## src/bce_pkg.sv

```systemverilog
`timescale 1ns / 1ps

package bce_pkg;

    localparam int DATA_W   = 8;
    localparam int CRC_W    = 24;
    localparam int CHAN_W   = 6;
    localparam int WHITEN_W = 7;
    localparam int CFG_IDX_W = 2;

    localparam logic [CRC_W-1:0]     CRC_POLY       = 24'h00065B;
    localparam logic [CRC_W-1:0]     CRC_SEED_RESET = 24'h555555;
    localparam logic [CHAN_W-1:0]    CHANNEL_RESET  = 6'd37;

    localparam logic [CFG_IDX_W-1:0] CFG_CRC_SEED = 2'd0;
    localparam logic [CFG_IDX_W-1:0] CFG_CHANNEL  = 2'd1;

    // Output phases of one queued word: the data byte, then three CRC bytes if it is the last word of a packet.
    localparam logic [1:0] PH_DATA = 2'd0;
    localparam logic [1:0] PH_CRC2 = 2'd1;
    localparam logic [1:0] PH_CRC1 = 2'd2;
    localparam logic [1:0] PH_CRC0 = 2'd3;

    typedef struct packed {
        logic [DATA_W-1:0] pdu_byte;
        logic              last;
        logic [CRC_W-1:0]  crc;
    } t_entry;

    function automatic logic [DATA_W-1:0] rev8(input logic [DATA_W-1:0] a);
        logic [DATA_W-1:0] r;
        for (int k = 0; k < DATA_W; k++) begin
            r[k] = a[DATA_W-1-k];
        end
        return r;
    endfunction

    // Eight CRC steps, data taken LSB first.
    function automatic logic [CRC_W-1:0] crc8(input logic [CRC_W-1:0] c_in,
                                              input logic [DATA_W-1:0] d);
        logic [CRC_W-1:0] c;
        logic             fb;
        c = c_in;
        for (int k = 0; k < DATA_W; k++) begin
            fb = c[CRC_W-1] ^ d[k];
            c  = {c[CRC_W-2:0], 1'b0};
            if (fb) begin
                c = c ^ CRC_POLY;
            end
        end
        return c;
    endfunction

    // The 7-bit state holds bits 7..1 of the classic 8-bit whitening register.
    function automatic logic [WHITEN_W-1:0] whiten_seed(input logic [CHAN_W-1:0] ch);
        logic [WHITEN_W-1:0] s;
        for (int k = 0; k < CHAN_W; k++) begin
            s[WHITEN_W-1-k] = ch[k];
        end
        s[0] = 1'b1;
        return s;
    endfunction

    // Returns {next state, whitened byte}; data is whitened LSB first.
    function automatic logic [WHITEN_W+DATA_W-1:0] whiten8(input logic [WHITEN_W-1:0] s_in,
                                                          input logic [DATA_W-1:0] b_in);
        logic [WHITEN_W-1:0] s;
        logic [DATA_W-1:0]   b;
        logic                fb;
        s = s_in;
        b = b_in;
        for (int k = 0; k < DATA_W; k++) begin
            fb   = s[WHITEN_W-1];
            b[k] = b[k] ^ fb;
            s    = {s[WHITEN_W-2:0], fb};
            s[4] = s[4] ^ fb;
        end
        return {s, b};
    endfunction

endpackage

```

## src/bce_ifs.sv

```systemverilog
`timescale 1ns / 1ps

interface bce_in_if import bce_pkg::*; ();
    logic              valid;
    logic              ready;
    logic [DATA_W-1:0] pdu_byte;
    logic              last_of_pdu;

    modport source (output valid, output pdu_byte, output last_of_pdu, input ready);
    modport sink   (input valid, input pdu_byte, input last_of_pdu, output ready);
endinterface

interface bce_out_if import bce_pkg::*; ();
    logic              valid;
    logic              ready;
    logic [DATA_W-1:0] coded_byte;
    logic              is_crc_byte;
    logic              end_of_packet;

    modport source (output valid, output coded_byte, output is_crc_byte,
                    output end_of_packet, input ready);
    modport sink   (input valid, input coded_byte, input is_crc_byte,
                    input end_of_packet, output ready);
endinterface

interface bce_cfg_if import bce_pkg::*; ();
    logic                 valid;
    logic                 ready;
    logic [CFG_IDX_W-1:0] index;
    logic [CRC_W-1:0]     data;

    modport source (output valid, output index, output data, input ready);
    modport sink   (input valid, input index, input data, output ready);
endinterface

```

## src/bce_front.sv

```systemverilog
`timescale 1ns / 1ps

module bce_front import bce_pkg::*; (
    input  logic             i_clk,
    input  logic             i_rst_n,
    bce_in_if.sink           i_in,
    input  logic [CRC_W-1:0] i_crc_seed,
    input  logic             i_full,
    output logic             o_push,
    output t_entry           o_entry
);

    logic             r_open;
    logic             n_open;
    logic [CRC_W-1:0] r_crc;
    logic [CRC_W-1:0] n_crc;
    logic [CRC_W-1:0] crc_base;

    assign i_in.ready = !i_full;
    assign o_push     = i_in.valid && !i_full;

    // A word that opens a packet starts from the seed register.
    assign crc_base = r_open ? r_crc : i_crc_seed;

    always_comb begin
        n_crc  = r_crc;
        n_open = r_open;
        if (o_push) begin
            n_crc  = crc8(crc_base, i_in.pdu_byte);
            n_open = !i_in.last_of_pdu;
        end
    end

    assign o_entry.pdu_byte = i_in.pdu_byte;
    assign o_entry.last     = i_in.last_of_pdu;
    assign o_entry.crc      = crc8(crc_base, i_in.pdu_byte);

    always_ff @(posedge i_clk) begin
        if (!i_rst_n) begin
            r_open <= 1'b0;
        end else begin
            r_open <= n_open;
        end
    end

    always_ff @(posedge i_clk) begin
        r_crc <= n_crc;
    end

endmodule

```

## src/bce_queue.sv

```systemverilog
`timescale 1ns / 1ps

module bce_queue import bce_pkg::*; (
    input  logic   i_clk,
    input  logic   i_rst_n,
    input  logic   i_push,
    input  t_entry i_entry,
    input  logic   i_pop,
    output logic   o_full,
    output logic   o_valid,
    output t_entry o_entry
);

    t_entry     r_mem [2];
    logic       r_wr_ptr;
    logic       r_rd_ptr;
    logic [1:0] r_count;
    logic [1:0] n_count;

    assign o_full  = (r_count == 2'd2);
    assign o_valid = (r_count != 2'd0);
    assign o_entry = r_mem[r_rd_ptr];

    always_comb begin
        n_count = r_count;
        if (i_push && !i_pop) begin
            n_count = r_count + 2'd1;
        end else if (!i_push && i_pop) begin
            n_count = r_count - 2'd1;
        end
    end

    always_ff @(posedge i_clk) begin
        if (!i_rst_n) begin
            r_wr_ptr <= 1'b0;
            r_rd_ptr <= 1'b0;
            r_count  <= 2'd0;
        end else begin
            r_count <= n_count;
            if (i_push) begin
                r_wr_ptr <= !r_wr_ptr;
            end
            if (i_pop) begin
                r_rd_ptr <= !r_rd_ptr;
            end
        end
    end

    always_ff @(posedge i_clk) begin
        if (i_push) begin
            r_mem[r_wr_ptr] <= i_entry;
        end
    end

endmodule

```

## src/bce_back.sv

```systemverilog
`timescale 1ns / 1ps

module bce_back import bce_pkg::*; (
    input  logic              i_clk,
    input  logic              i_rst_n,
    input  logic              i_valid,
    input  t_entry            i_entry,
    input  logic [CHAN_W-1:0] i_channel,
    output logic              o_pop,
    bce_out_if.source         o_out
);

    logic [1:0]               r_phase;
    logic [1:0]               n_phase;
    logic                     r_open;
    logic                     n_open;
    logic [WHITEN_W-1:0]      r_wstate;
    logic [WHITEN_W-1:0]      w_base;
    logic [DATA_W-1:0]        raw_byte;
    logic [WHITEN_W+DATA_W-1:0] w_res;
    logic                     fire;
    logic                     r_out_valid;
    logic [DATA_W-1:0]        r_coded;
    logic                     r_crc_flag;
    logic                     r_eop;

    assign fire = i_valid && (!r_out_valid || o_out.ready);

    always_comb begin
        unique case (r_phase)
            PH_DATA: raw_byte = i_entry.pdu_byte;
            PH_CRC2: raw_byte = rev8(i_entry.crc[23:16]);
            PH_CRC1: raw_byte = rev8(i_entry.crc[15:8]);
            PH_CRC0: raw_byte = rev8(i_entry.crc[7:0]);
            default: raw_byte = i_entry.pdu_byte;
        endcase
    end

    // The whitening register is reseeded on the first word of a packet.
    assign w_base = r_open ? r_wstate : whiten_seed(i_channel);
    assign w_res  = whiten8(w_base, raw_byte);

    always_comb begin
        n_phase = r_phase;
        n_open  = r_open;
        o_pop   = 1'b0;
        if (fire) begin
            n_open = 1'b1;
            if (r_phase == PH_DATA) begin
                if (i_entry.last) begin
                    n_phase = PH_CRC2;
                end else begin
                    o_pop = 1'b1;
                end
            end else if (r_phase == PH_CRC0) begin
                n_phase = PH_DATA;
                n_open  = 1'b0;
                o_pop   = 1'b1;
            end else begin
                n_phase = r_phase + 2'd1;
            end
        end
    end

    always_ff @(posedge i_clk) begin
        if (!i_rst_n) begin
            r_phase     <= PH_DATA;
            r_open      <= 1'b0;
            r_out_valid <= 1'b0;
        end else begin
            r_phase <= n_phase;
            r_open  <= n_open;
            if (fire) begin
                r_out_valid <= 1'b1;
            end else if (o_out.ready) begin
                r_out_valid <= 1'b0;
            end
        end
    end

    always_ff @(posedge i_clk) begin
        if (fire) begin
            r_wstate   <= w_res[WHITEN_W+DATA_W-1:DATA_W];
            r_coded    <= rev8(w_res[DATA_W-1:0]);
            r_crc_flag <= (r_phase != PH_DATA);
            r_eop      <= (r_phase == PH_CRC0);
        end
    end

    assign o_out.valid         = r_out_valid;
    assign o_out.coded_byte    = r_coded;
    assign o_out.is_crc_byte   = r_crc_flag;
    assign o_out.end_of_packet = r_eop;

    // While CRC bytes go out, the word that carries them stays at the queue head.
    a_crc_phase_holds_word: assert property (@(posedge i_clk) disable iff (!i_rst_n)
        (r_phase != PH_DATA) |-> (i_valid && i_entry.last))
        else $error("CRC phase without a last word at the queue head");

    a_eop_closes_packet: assert property (@(posedge i_clk) disable iff (!i_rst_n)
        (fire && r_phase == PH_CRC0) |=> (!r_open && r_phase == PH_DATA))
        else $error("packet not closed after the final CRC byte");

    a_no_pop_mid_crc: assert property (@(posedge i_clk) disable iff (!i_rst_n)
        (o_pop && r_phase != PH_DATA) |-> (r_phase == PH_CRC0))
        else $error("word popped before its CRC bytes were sent");

    a_eop_is_crc: assert property (@(posedge i_clk) disable iff (!i_rst_n)
        (r_out_valid && r_eop) |-> r_crc_flag)
        else $error("end of packet flagged on a data byte");

endmodule

```

## src/ble_crc24_whiten_encoder.sv

```systemverilog
`timescale 1ns / 1ps

// BLE link-layer encoder: CRC-24 and whitening for an MSB-first radio.
// i_in carries PDU bytes, one word per handshake; last_of_pdu marks the final
// byte of a packet. o_out carries coded bytes: every PDU byte whitened and
// bit-reversed, and after the last one three CRC bytes, high byte first,
// with is_crc_byte set and end_of_packet set on the third.
// i_cfg writes crc_seed (index 0) and channel_index (index 1); it is always
// ready. Writes must be made while the block is idle, which the block itself
// does not enforce; they take effect when the next packet starts.
// An accepted input word passes through the queue and the output register
// before its coded byte appears on o_out. Throughput is one byte per cycle
// while o_out.ready is high; the last byte of a packet holds the output side
// for its data byte and three CRC bytes, set by the single whitening unit in
// the back end. A two-word queue between the CRC front end and the whitening
// back end absorbs that, so input is only stalled when the queue fills.
// Reset clears the queue, the output register and the packet state and loads
// the registers with seed 0x555555 and channel 37. When the receiver stalls,
// o_out holds its word, the queue fills and then i_in.ready drops.
module ble_crc24_whiten_encoder import bce_pkg::*; (
    input  logic     i_clk,
    input  logic     i_rst_n,
    bce_in_if.sink   i_in,
    bce_cfg_if.sink  i_cfg,
    bce_out_if.source o_out
);

    logic [CRC_W-1:0]  r_crc_seed;
    logic [CHAN_W-1:0] r_channel;
    logic              q_full;
    logic              q_push;
    logic              q_pop;
    logic              q_valid;
    t_entry            q_wr_entry;
    t_entry            q_rd_entry;

    assign i_cfg.ready = 1'b1;

    always_ff @(posedge i_clk) begin
        if (!i_rst_n) begin
            r_crc_seed <= CRC_SEED_RESET;
            r_channel  <= CHANNEL_RESET;
        end else if (i_cfg.valid) begin
            if (i_cfg.index == CFG_CRC_SEED) begin
                r_crc_seed <= i_cfg.data;
            end else if (i_cfg.index == CFG_CHANNEL) begin
                r_channel <= i_cfg.data[CHAN_W-1:0];
            end
        end
    end

    bce_front u_front (
        .i_clk      (i_clk),
        .i_rst_n    (i_rst_n),
        .i_in       (i_in),
        .i_crc_seed (r_crc_seed),
        .i_full     (q_full),
        .o_push     (q_push),
        .o_entry    (q_wr_entry)
    );

    bce_queue u_queue (
        .i_clk   (i_clk),
        .i_rst_n (i_rst_n),
        .i_push  (q_push),
        .i_entry (q_wr_entry),
        .i_pop   (q_pop),
        .o_full  (q_full),
        .o_valid (q_valid),
        .o_entry (q_rd_entry)
    );

    bce_back u_back (
        .i_clk     (i_clk),
        .i_rst_n   (i_rst_n),
        .i_valid   (q_valid),
        .i_entry   (q_rd_entry),
        .i_channel (r_channel),
        .o_pop     (q_pop),
        .o_out     (o_out)
    );

endmodule

```

## src/flat_wrapper.sv

```systemverilog
// flat-port wrapper written by rule: the top's interface ports become plain ports
module ble_crc24_whiten_encoder_flat import bce_pkg::*;
  (i_clk, i_rst_n, i_in_valid, i_in_pdu_byte, i_in_last_of_pdu, i_in_ready, i_cfg_valid, i_cfg_index, i_cfg_data, i_cfg_ready, o_out_valid, o_out_coded_byte, o_out_is_crc_byte, o_out_end_of_packet, o_out_ready);
  bce_in_if i_in_i ();
  bce_cfg_if i_cfg_i ();
  bce_out_if o_out_i ();
  input  logic i_clk;
  input  logic i_rst_n;
  input wire logic [$bits(i_in_i.valid)-1:0] i_in_valid;
  input wire logic [$bits(i_in_i.pdu_byte)-1:0] i_in_pdu_byte;
  input wire logic [$bits(i_in_i.last_of_pdu)-1:0] i_in_last_of_pdu;
  output wire logic [$bits(i_in_i.ready)-1:0] i_in_ready;
  input wire logic [$bits(i_cfg_i.valid)-1:0] i_cfg_valid;
  input wire logic [$bits(i_cfg_i.index)-1:0] i_cfg_index;
  input wire logic [$bits(i_cfg_i.data)-1:0] i_cfg_data;
  output wire logic [$bits(i_cfg_i.ready)-1:0] i_cfg_ready;
  output wire logic [$bits(o_out_i.valid)-1:0] o_out_valid;
  output wire logic [$bits(o_out_i.coded_byte)-1:0] o_out_coded_byte;
  output wire logic [$bits(o_out_i.is_crc_byte)-1:0] o_out_is_crc_byte;
  output wire logic [$bits(o_out_i.end_of_packet)-1:0] o_out_end_of_packet;
  input wire logic [$bits(o_out_i.ready)-1:0] o_out_ready;
  assign i_in_i.valid = i_in_valid;
  assign i_in_i.pdu_byte = i_in_pdu_byte;
  assign i_in_i.last_of_pdu = i_in_last_of_pdu;
  assign i_in_ready = i_in_i.ready;
  assign i_cfg_i.valid = i_cfg_valid;
  assign i_cfg_i.index = i_cfg_index;
  assign i_cfg_i.data = i_cfg_data;
  assign i_cfg_ready = i_cfg_i.ready;
  assign o_out_valid = o_out_i.valid;
  assign o_out_coded_byte = o_out_i.coded_byte;
  assign o_out_is_crc_byte = o_out_i.is_crc_byte;
  assign o_out_end_of_packet = o_out_i.end_of_packet;
  assign o_out_i.ready = o_out_ready;
  ble_crc24_whiten_encoder u_core (.i_clk(i_clk), .i_rst_n(i_rst_n), .i_in(i_in_i), .i_cfg(i_cfg_i), .o_out(o_out_i));
endmodule
```

## config.mk

```make
export PLATFORM = sky130hd
export DESIGN_NAME = ble_crc24_whiten_encoder_flat
export DESIGN_NICKNAME = d
export VERILOG_FILES = /design/src/bce_pkg.sv /design/src/bce_ifs.sv /design/src/bce_front.sv /design/src/bce_queue.sv /design/src/bce_back.sv /design/src/ble_crc24_whiten_encoder.sv /design/src/flat_wrapper.sv
export SDC_FILE = /design/constraint.sdc
export NUM_CORES = 1
export LEC_CHECK = 0
export ABC_AREA = 0
export ABC_CLOCK_PERIOD_IN_PS = 4340
export BUFFER_PORTS_ARGS = -buffer_cell sky130_fd_sc_hd__buf_4
export CAP_MARGIN = 0
export CORE_MARGIN = 5
export CORE_UTILIZATION = 35
export DETAILED_ROUTE_END_ITERATION = 12
export GPL_ROUTABILITY_DRIVEN = 0
export REMOVE_ABC_BUFFERS = 1
export SYNTH_ARGS = -nofsm -noshare
export SYNTH_HDL_FRONTEND = slang
export SYNTH_SLANG_ARGS = --single-unit
```

## constraint.sdc

```tcl
create_clock -name i_clk -period 4.34 [get_ports i_clk]
set_input_delay 0.217 -clock i_clk [delete_from_list [all_inputs] [get_ports i_clk]]
set_output_delay 0.217 -clock i_clk [all_outputs]
set_load 0.005 [all_outputs]
```

==> flow_summary.yaml <==
grt:
  largest_net_degree_at_the_start_of_global_routing: 34
  global_route.overflow_total: 0
  grt_first_pass_wirelength_um: 21000
  first_global_vias: 3730
  antenna_found_initial: 0
  gr_usage_total_pct: 13.72
yosys:
  commonest_register_cell_after_synthesis: "sky130_fd_sc_hd__edfxtp_1"
  synth.yosys.seq_area_share_pct: 63.50
  netlist_area_um2: 6321
  synth-seq-cells: 147
  synth_top_area_share_pct: 50.83
  post_synth_inst_count: 446
  synth_top_cells_by_area: "sky130_fd_sc_hd__edfxtp_1 (51%), sky130_fd_sc_hd__dfxtp_1 (13%), sky130_fd_sc_hd__mux2i_1 (4.6%)"
  netlist.top_cell.by_area: "sky130_fd_sc_hd__edfxtp_1"
  post_synth_num_cell_types: 46
  async_reset_ff_share_pct: 0
  avgSynthCellArea_um2: 14.17
  synth-edff-count: 107
  yosysWarnings: 0
clock_network:
  postCtsHoldBufs: 7
  cts_post_setup_buffers_inserted: 0
  numClockSinks: 147
  tritoncts.num_buffers: 17
  clock_path_buffers: 2
  post_cts_sizing: 0
  htree_num_levels: 4
  clock_latency_ns: 0.42
  cts_tree: "built"
  clk_pin_slew_ns: 0.06
  clockRootBuffer: "sky130_fd_sc_hd__clkbuf_16"
detailed_routing:
  routed_via_density: 4.900
  drcViolationCount: 0
  detail_route.first_pass.iterations: 7
  drt.antenna.violating_nets: 0
  wl_met3_um: 770
  wirelength_met1_um: 6089
  detail_route.wirelength_um: 13680
  routed_wire_length_per_instance_um: 18.26
  routed-via-count: 3670
  detailedRoute.firstIterationViolations: 219
  routed-wl-met2_um: 6631
  top_sig_layer: "met4"
placement:
  port-buffer-count: 51
  post-dp-hpwl_um: 9127
  dpl_worst_slack_ns: 1.643
setup_path:
  r2r-start: "u_core.u_front.r_open"
  critical_path.endpoint_type: "flop"
  crit_path_start_kind: "flop"
  rr_endpoint: "u_core.u_queue.r_mem[0][10]"
  worst_ep_arrival_ns: 2.83
  timing.setup.critical_path_class: "flop to flop"
  reg2reg_setup_slack_ns: 1.66
  crit_fanout: 15
  worst-endpoint-required_ns: 4.49
  timing.reg2reg.worst_path_depth: 4
power_and_ir_drop:
  cellLeakagePower_nw: 2.820
  total_power_per_unit_cell_area_nw_per_um2: 680.3
  report.power.total_mw: 5.219
  power.ir.vdd_worst_mv: 0.3504
hold_path:
  timing.hold.worst_endpoint: "u_core.r_crc_seed[22]"
  min_from: "i_cfg_data[22]"
  holdCritPathClass: "input pin to flop"
  hold-path-cell-count: 3
floorplanning:
  rows: 49
  num_io_pins: 53
  die_width_um: 144.4
  floorplan.initialDensity_pct: 35.31
  die_y_um: 144.4
  fp.dieArea_um2: 20850
  placeableCoreArea_um2: 17900
sta:
  final-setup-viol-count: 0
  worstMarginPinSlew_ns: 1.110
  totalNegativeSetupSlack_ns: 0
  setup_repair_after_global_routing_missed_its_margin: "no"
  slew_headroom_pct: 25.91
  post-route-min-period_ns: 2.684
  setup_slack_ns: 1.656
  fmax_ghz: 0.3726
  hold_viol: 0
  min_period_over_period_pct: 61.84
  clock-skew-final_ns: 0.008047
  timing.final.max_slew_violations: 0
final_layout:
  antenna_cells: 0
  layout.cells.most_common: "sky130_fd_sc_hd__edfxtp_1"
  final_util_pct: 42.86
  fillerInstances: 1626
  final_layout_size_suffix_gt1_share_pct: 22.88
  finish.net_count: 554
  multi_input_comb_area_um2: 2176
  syn_to_final_growth_pct: 21.38
  layout.area.seq_um2: 4014
  layout_common_cells: "sky130_fd_sc_hd__edfxtp_1 (107), sky130_fd_sc_hd__buf_4 (59), sky130_fd_sc_hd__nand2_1 (56), sky130_fd_sc_hd__dfxtp_1 (40), sky130_fd_sc_hd__a21oi_1 (33)"
run:
  max_cap_viol_count: 0
outcome:
  status: "complete, no violations"
## synthesized netlist by cell type, types with 2 or more instances
library cell,instances
sky130_fd_sc_hd__mux2i_2,3
sky130_fd_sc_hd__xnor3_1,4
sky130_fd_sc_hd__clkbuf_1,20
sky130_fd_sc_hd__nand2_1,56
sky130_fd_sc_hd__a221oi_1,4
sky130_fd_sc_hd__nor3_1,2
sky130_fd_sc_hd__mux2i_4,3
sky130_fd_sc_hd__nand2b_1,2
sky130_fd_sc_hd__ha_1,7
sky130_fd_sc_hd__xor2_2,3
sky130_fd_sc_hd__xnor2_4,3
sky130_fd_sc_hd__nor2b_1,2
sky130_fd_sc_hd__mux2_2,10
sky130_fd_sc_hd__a211oi_1,3
sky130_fd_sc_hd__edfxtp_1,107
sky130_fd_sc_hd__xnor2_2,8
sky130_fd_sc_hd__mux2i_1,29
sky130_fd_sc_hd__inv_1,3
sky130_fd_sc_hd__nand3_1,12
sky130_fd_sc_hd__dfxtp_1,40
sky130_fd_sc_hd__a222oi_1,8
sky130_fd_sc_hd__o2bb2ai_1,4
sky130_fd_sc_hd__buf_2,2
sky130_fd_sc_hd__xnor2_1,17
sky130_fd_sc_hd__xor3_1,2
sky130_fd_sc_hd__xor2_1,21
sky130_fd_sc_hd__nor2_1,13
sky130_fd_sc_hd__a22oi_1,8
sky130_fd_sc_hd__a21oi_1,33
## worst max-delay path by stage
stage | from | endpoint | slack, ns
6_report | u_core.u_front.r_open | u_core.u_queue.r_mem[0][10] | 1.66
5_1_grt | u_core.u_front.r_open | u_core.u_queue.r_mem[0][10] | 1.51
4_1_cts | u_core.u_front.r_open | u_core.u_front.r_crc[10] | 1.62
3_5_place_dp | u_core.u_front.r_open | u_core.u_queue.r_mem[0][10] | 1.64
3_3_place_gp | u_core.u_front.r_open | u_core.u_front.r_crc[10] | 1.70
2_1_floorplan | u_core.u_queue.r_count[0] | u_core.u_queue.r_mem[0][0] | 1.03
## stage by stage
stage | hold WS, ns | cell area (um2) | instances
6_report | 0.01470 | 7672 | 749
5_1_grt | 0.001612 | 7672 | 749
4_1_cts | 0.0008267 | 7662 | 748
3_5_place_dp | 0.4278 | 6934 | 709
3_3_place_gp | 0.4270 | 6934 | 709
2_1_floorplan | 0.2789 | 6197 | 421
## area by class of cell
cell class	instances	area share, %
clock inverters	11	2.707
inverters	4	0.1957
repair buffers	67	6.817
multi-input cells	270	28.36
clock buffers	21	5.871
flip-flops and latches	147	52.32
well taps	229	3.735
## where the power goes
| part | leakage, nW | internal [mW] | switching, mW | total, mW |
|---|---|---|---|---|
| clock | 0.314 | 1.09 | 0.540 | 1.63 |
| combinational | 1.17 | 0.567 | 0.768 | 1.34 |
| sequential | 1.33 | 2.09 | 0.170 | 2.26 |
| total | 2.82 | 3.74 | 1.48 | 5.22 |
## logic make-up after synthesis
group	after synthesis	share of synthesized area [%]
simple gates	95	6.493
flops	147	63.50
fa+ha+maj	7	1.386
buf+inv	29	2.197
other cells	1	0.05933
compound gates	64	6.690
mux	45	8.096
xor+xnor	58	11.58
## registers in the layout, summed over array words and instances, names as in the netlist, 2 cells and up, named ones only
| name | cells |
|---|---|
| u_core.u_queue.r_mem | 66 |
| u_core.r_crc_seed | 24 |
| u_core.u_front.r_crc | 24 |
| u_core.u_back.o_out.coded_byte | 8 |
| u_core.u_back.r_wstate | 7 |
| u_core.r_channel | 6 |
| u_core.u_back.r_phase | 2 |
| u_core.u_queue.r_count | 2 |
## layer usage
layer,global-route usage [%],vias up
li1,-,1742
met1,17.80,1807
met2,22.09,108
met3,3.803,13
met4,4.909,0
met5,0,-
## critical path: stages, from the launching register on
cell and delay, ns:
sky130_fd_sc_hd__dfxtp_1 1.05, sky130_fd_sc_hd__mux2i_4 0.42, sky130_fd_sc_hd__xnor2_4 0.15, sky130_fd_sc_hd__xnor2_2 0.29
sky130_fd_sc_hd__xnor3_1 0.49
Note: power is estimated with default switching activity, not from simulation.
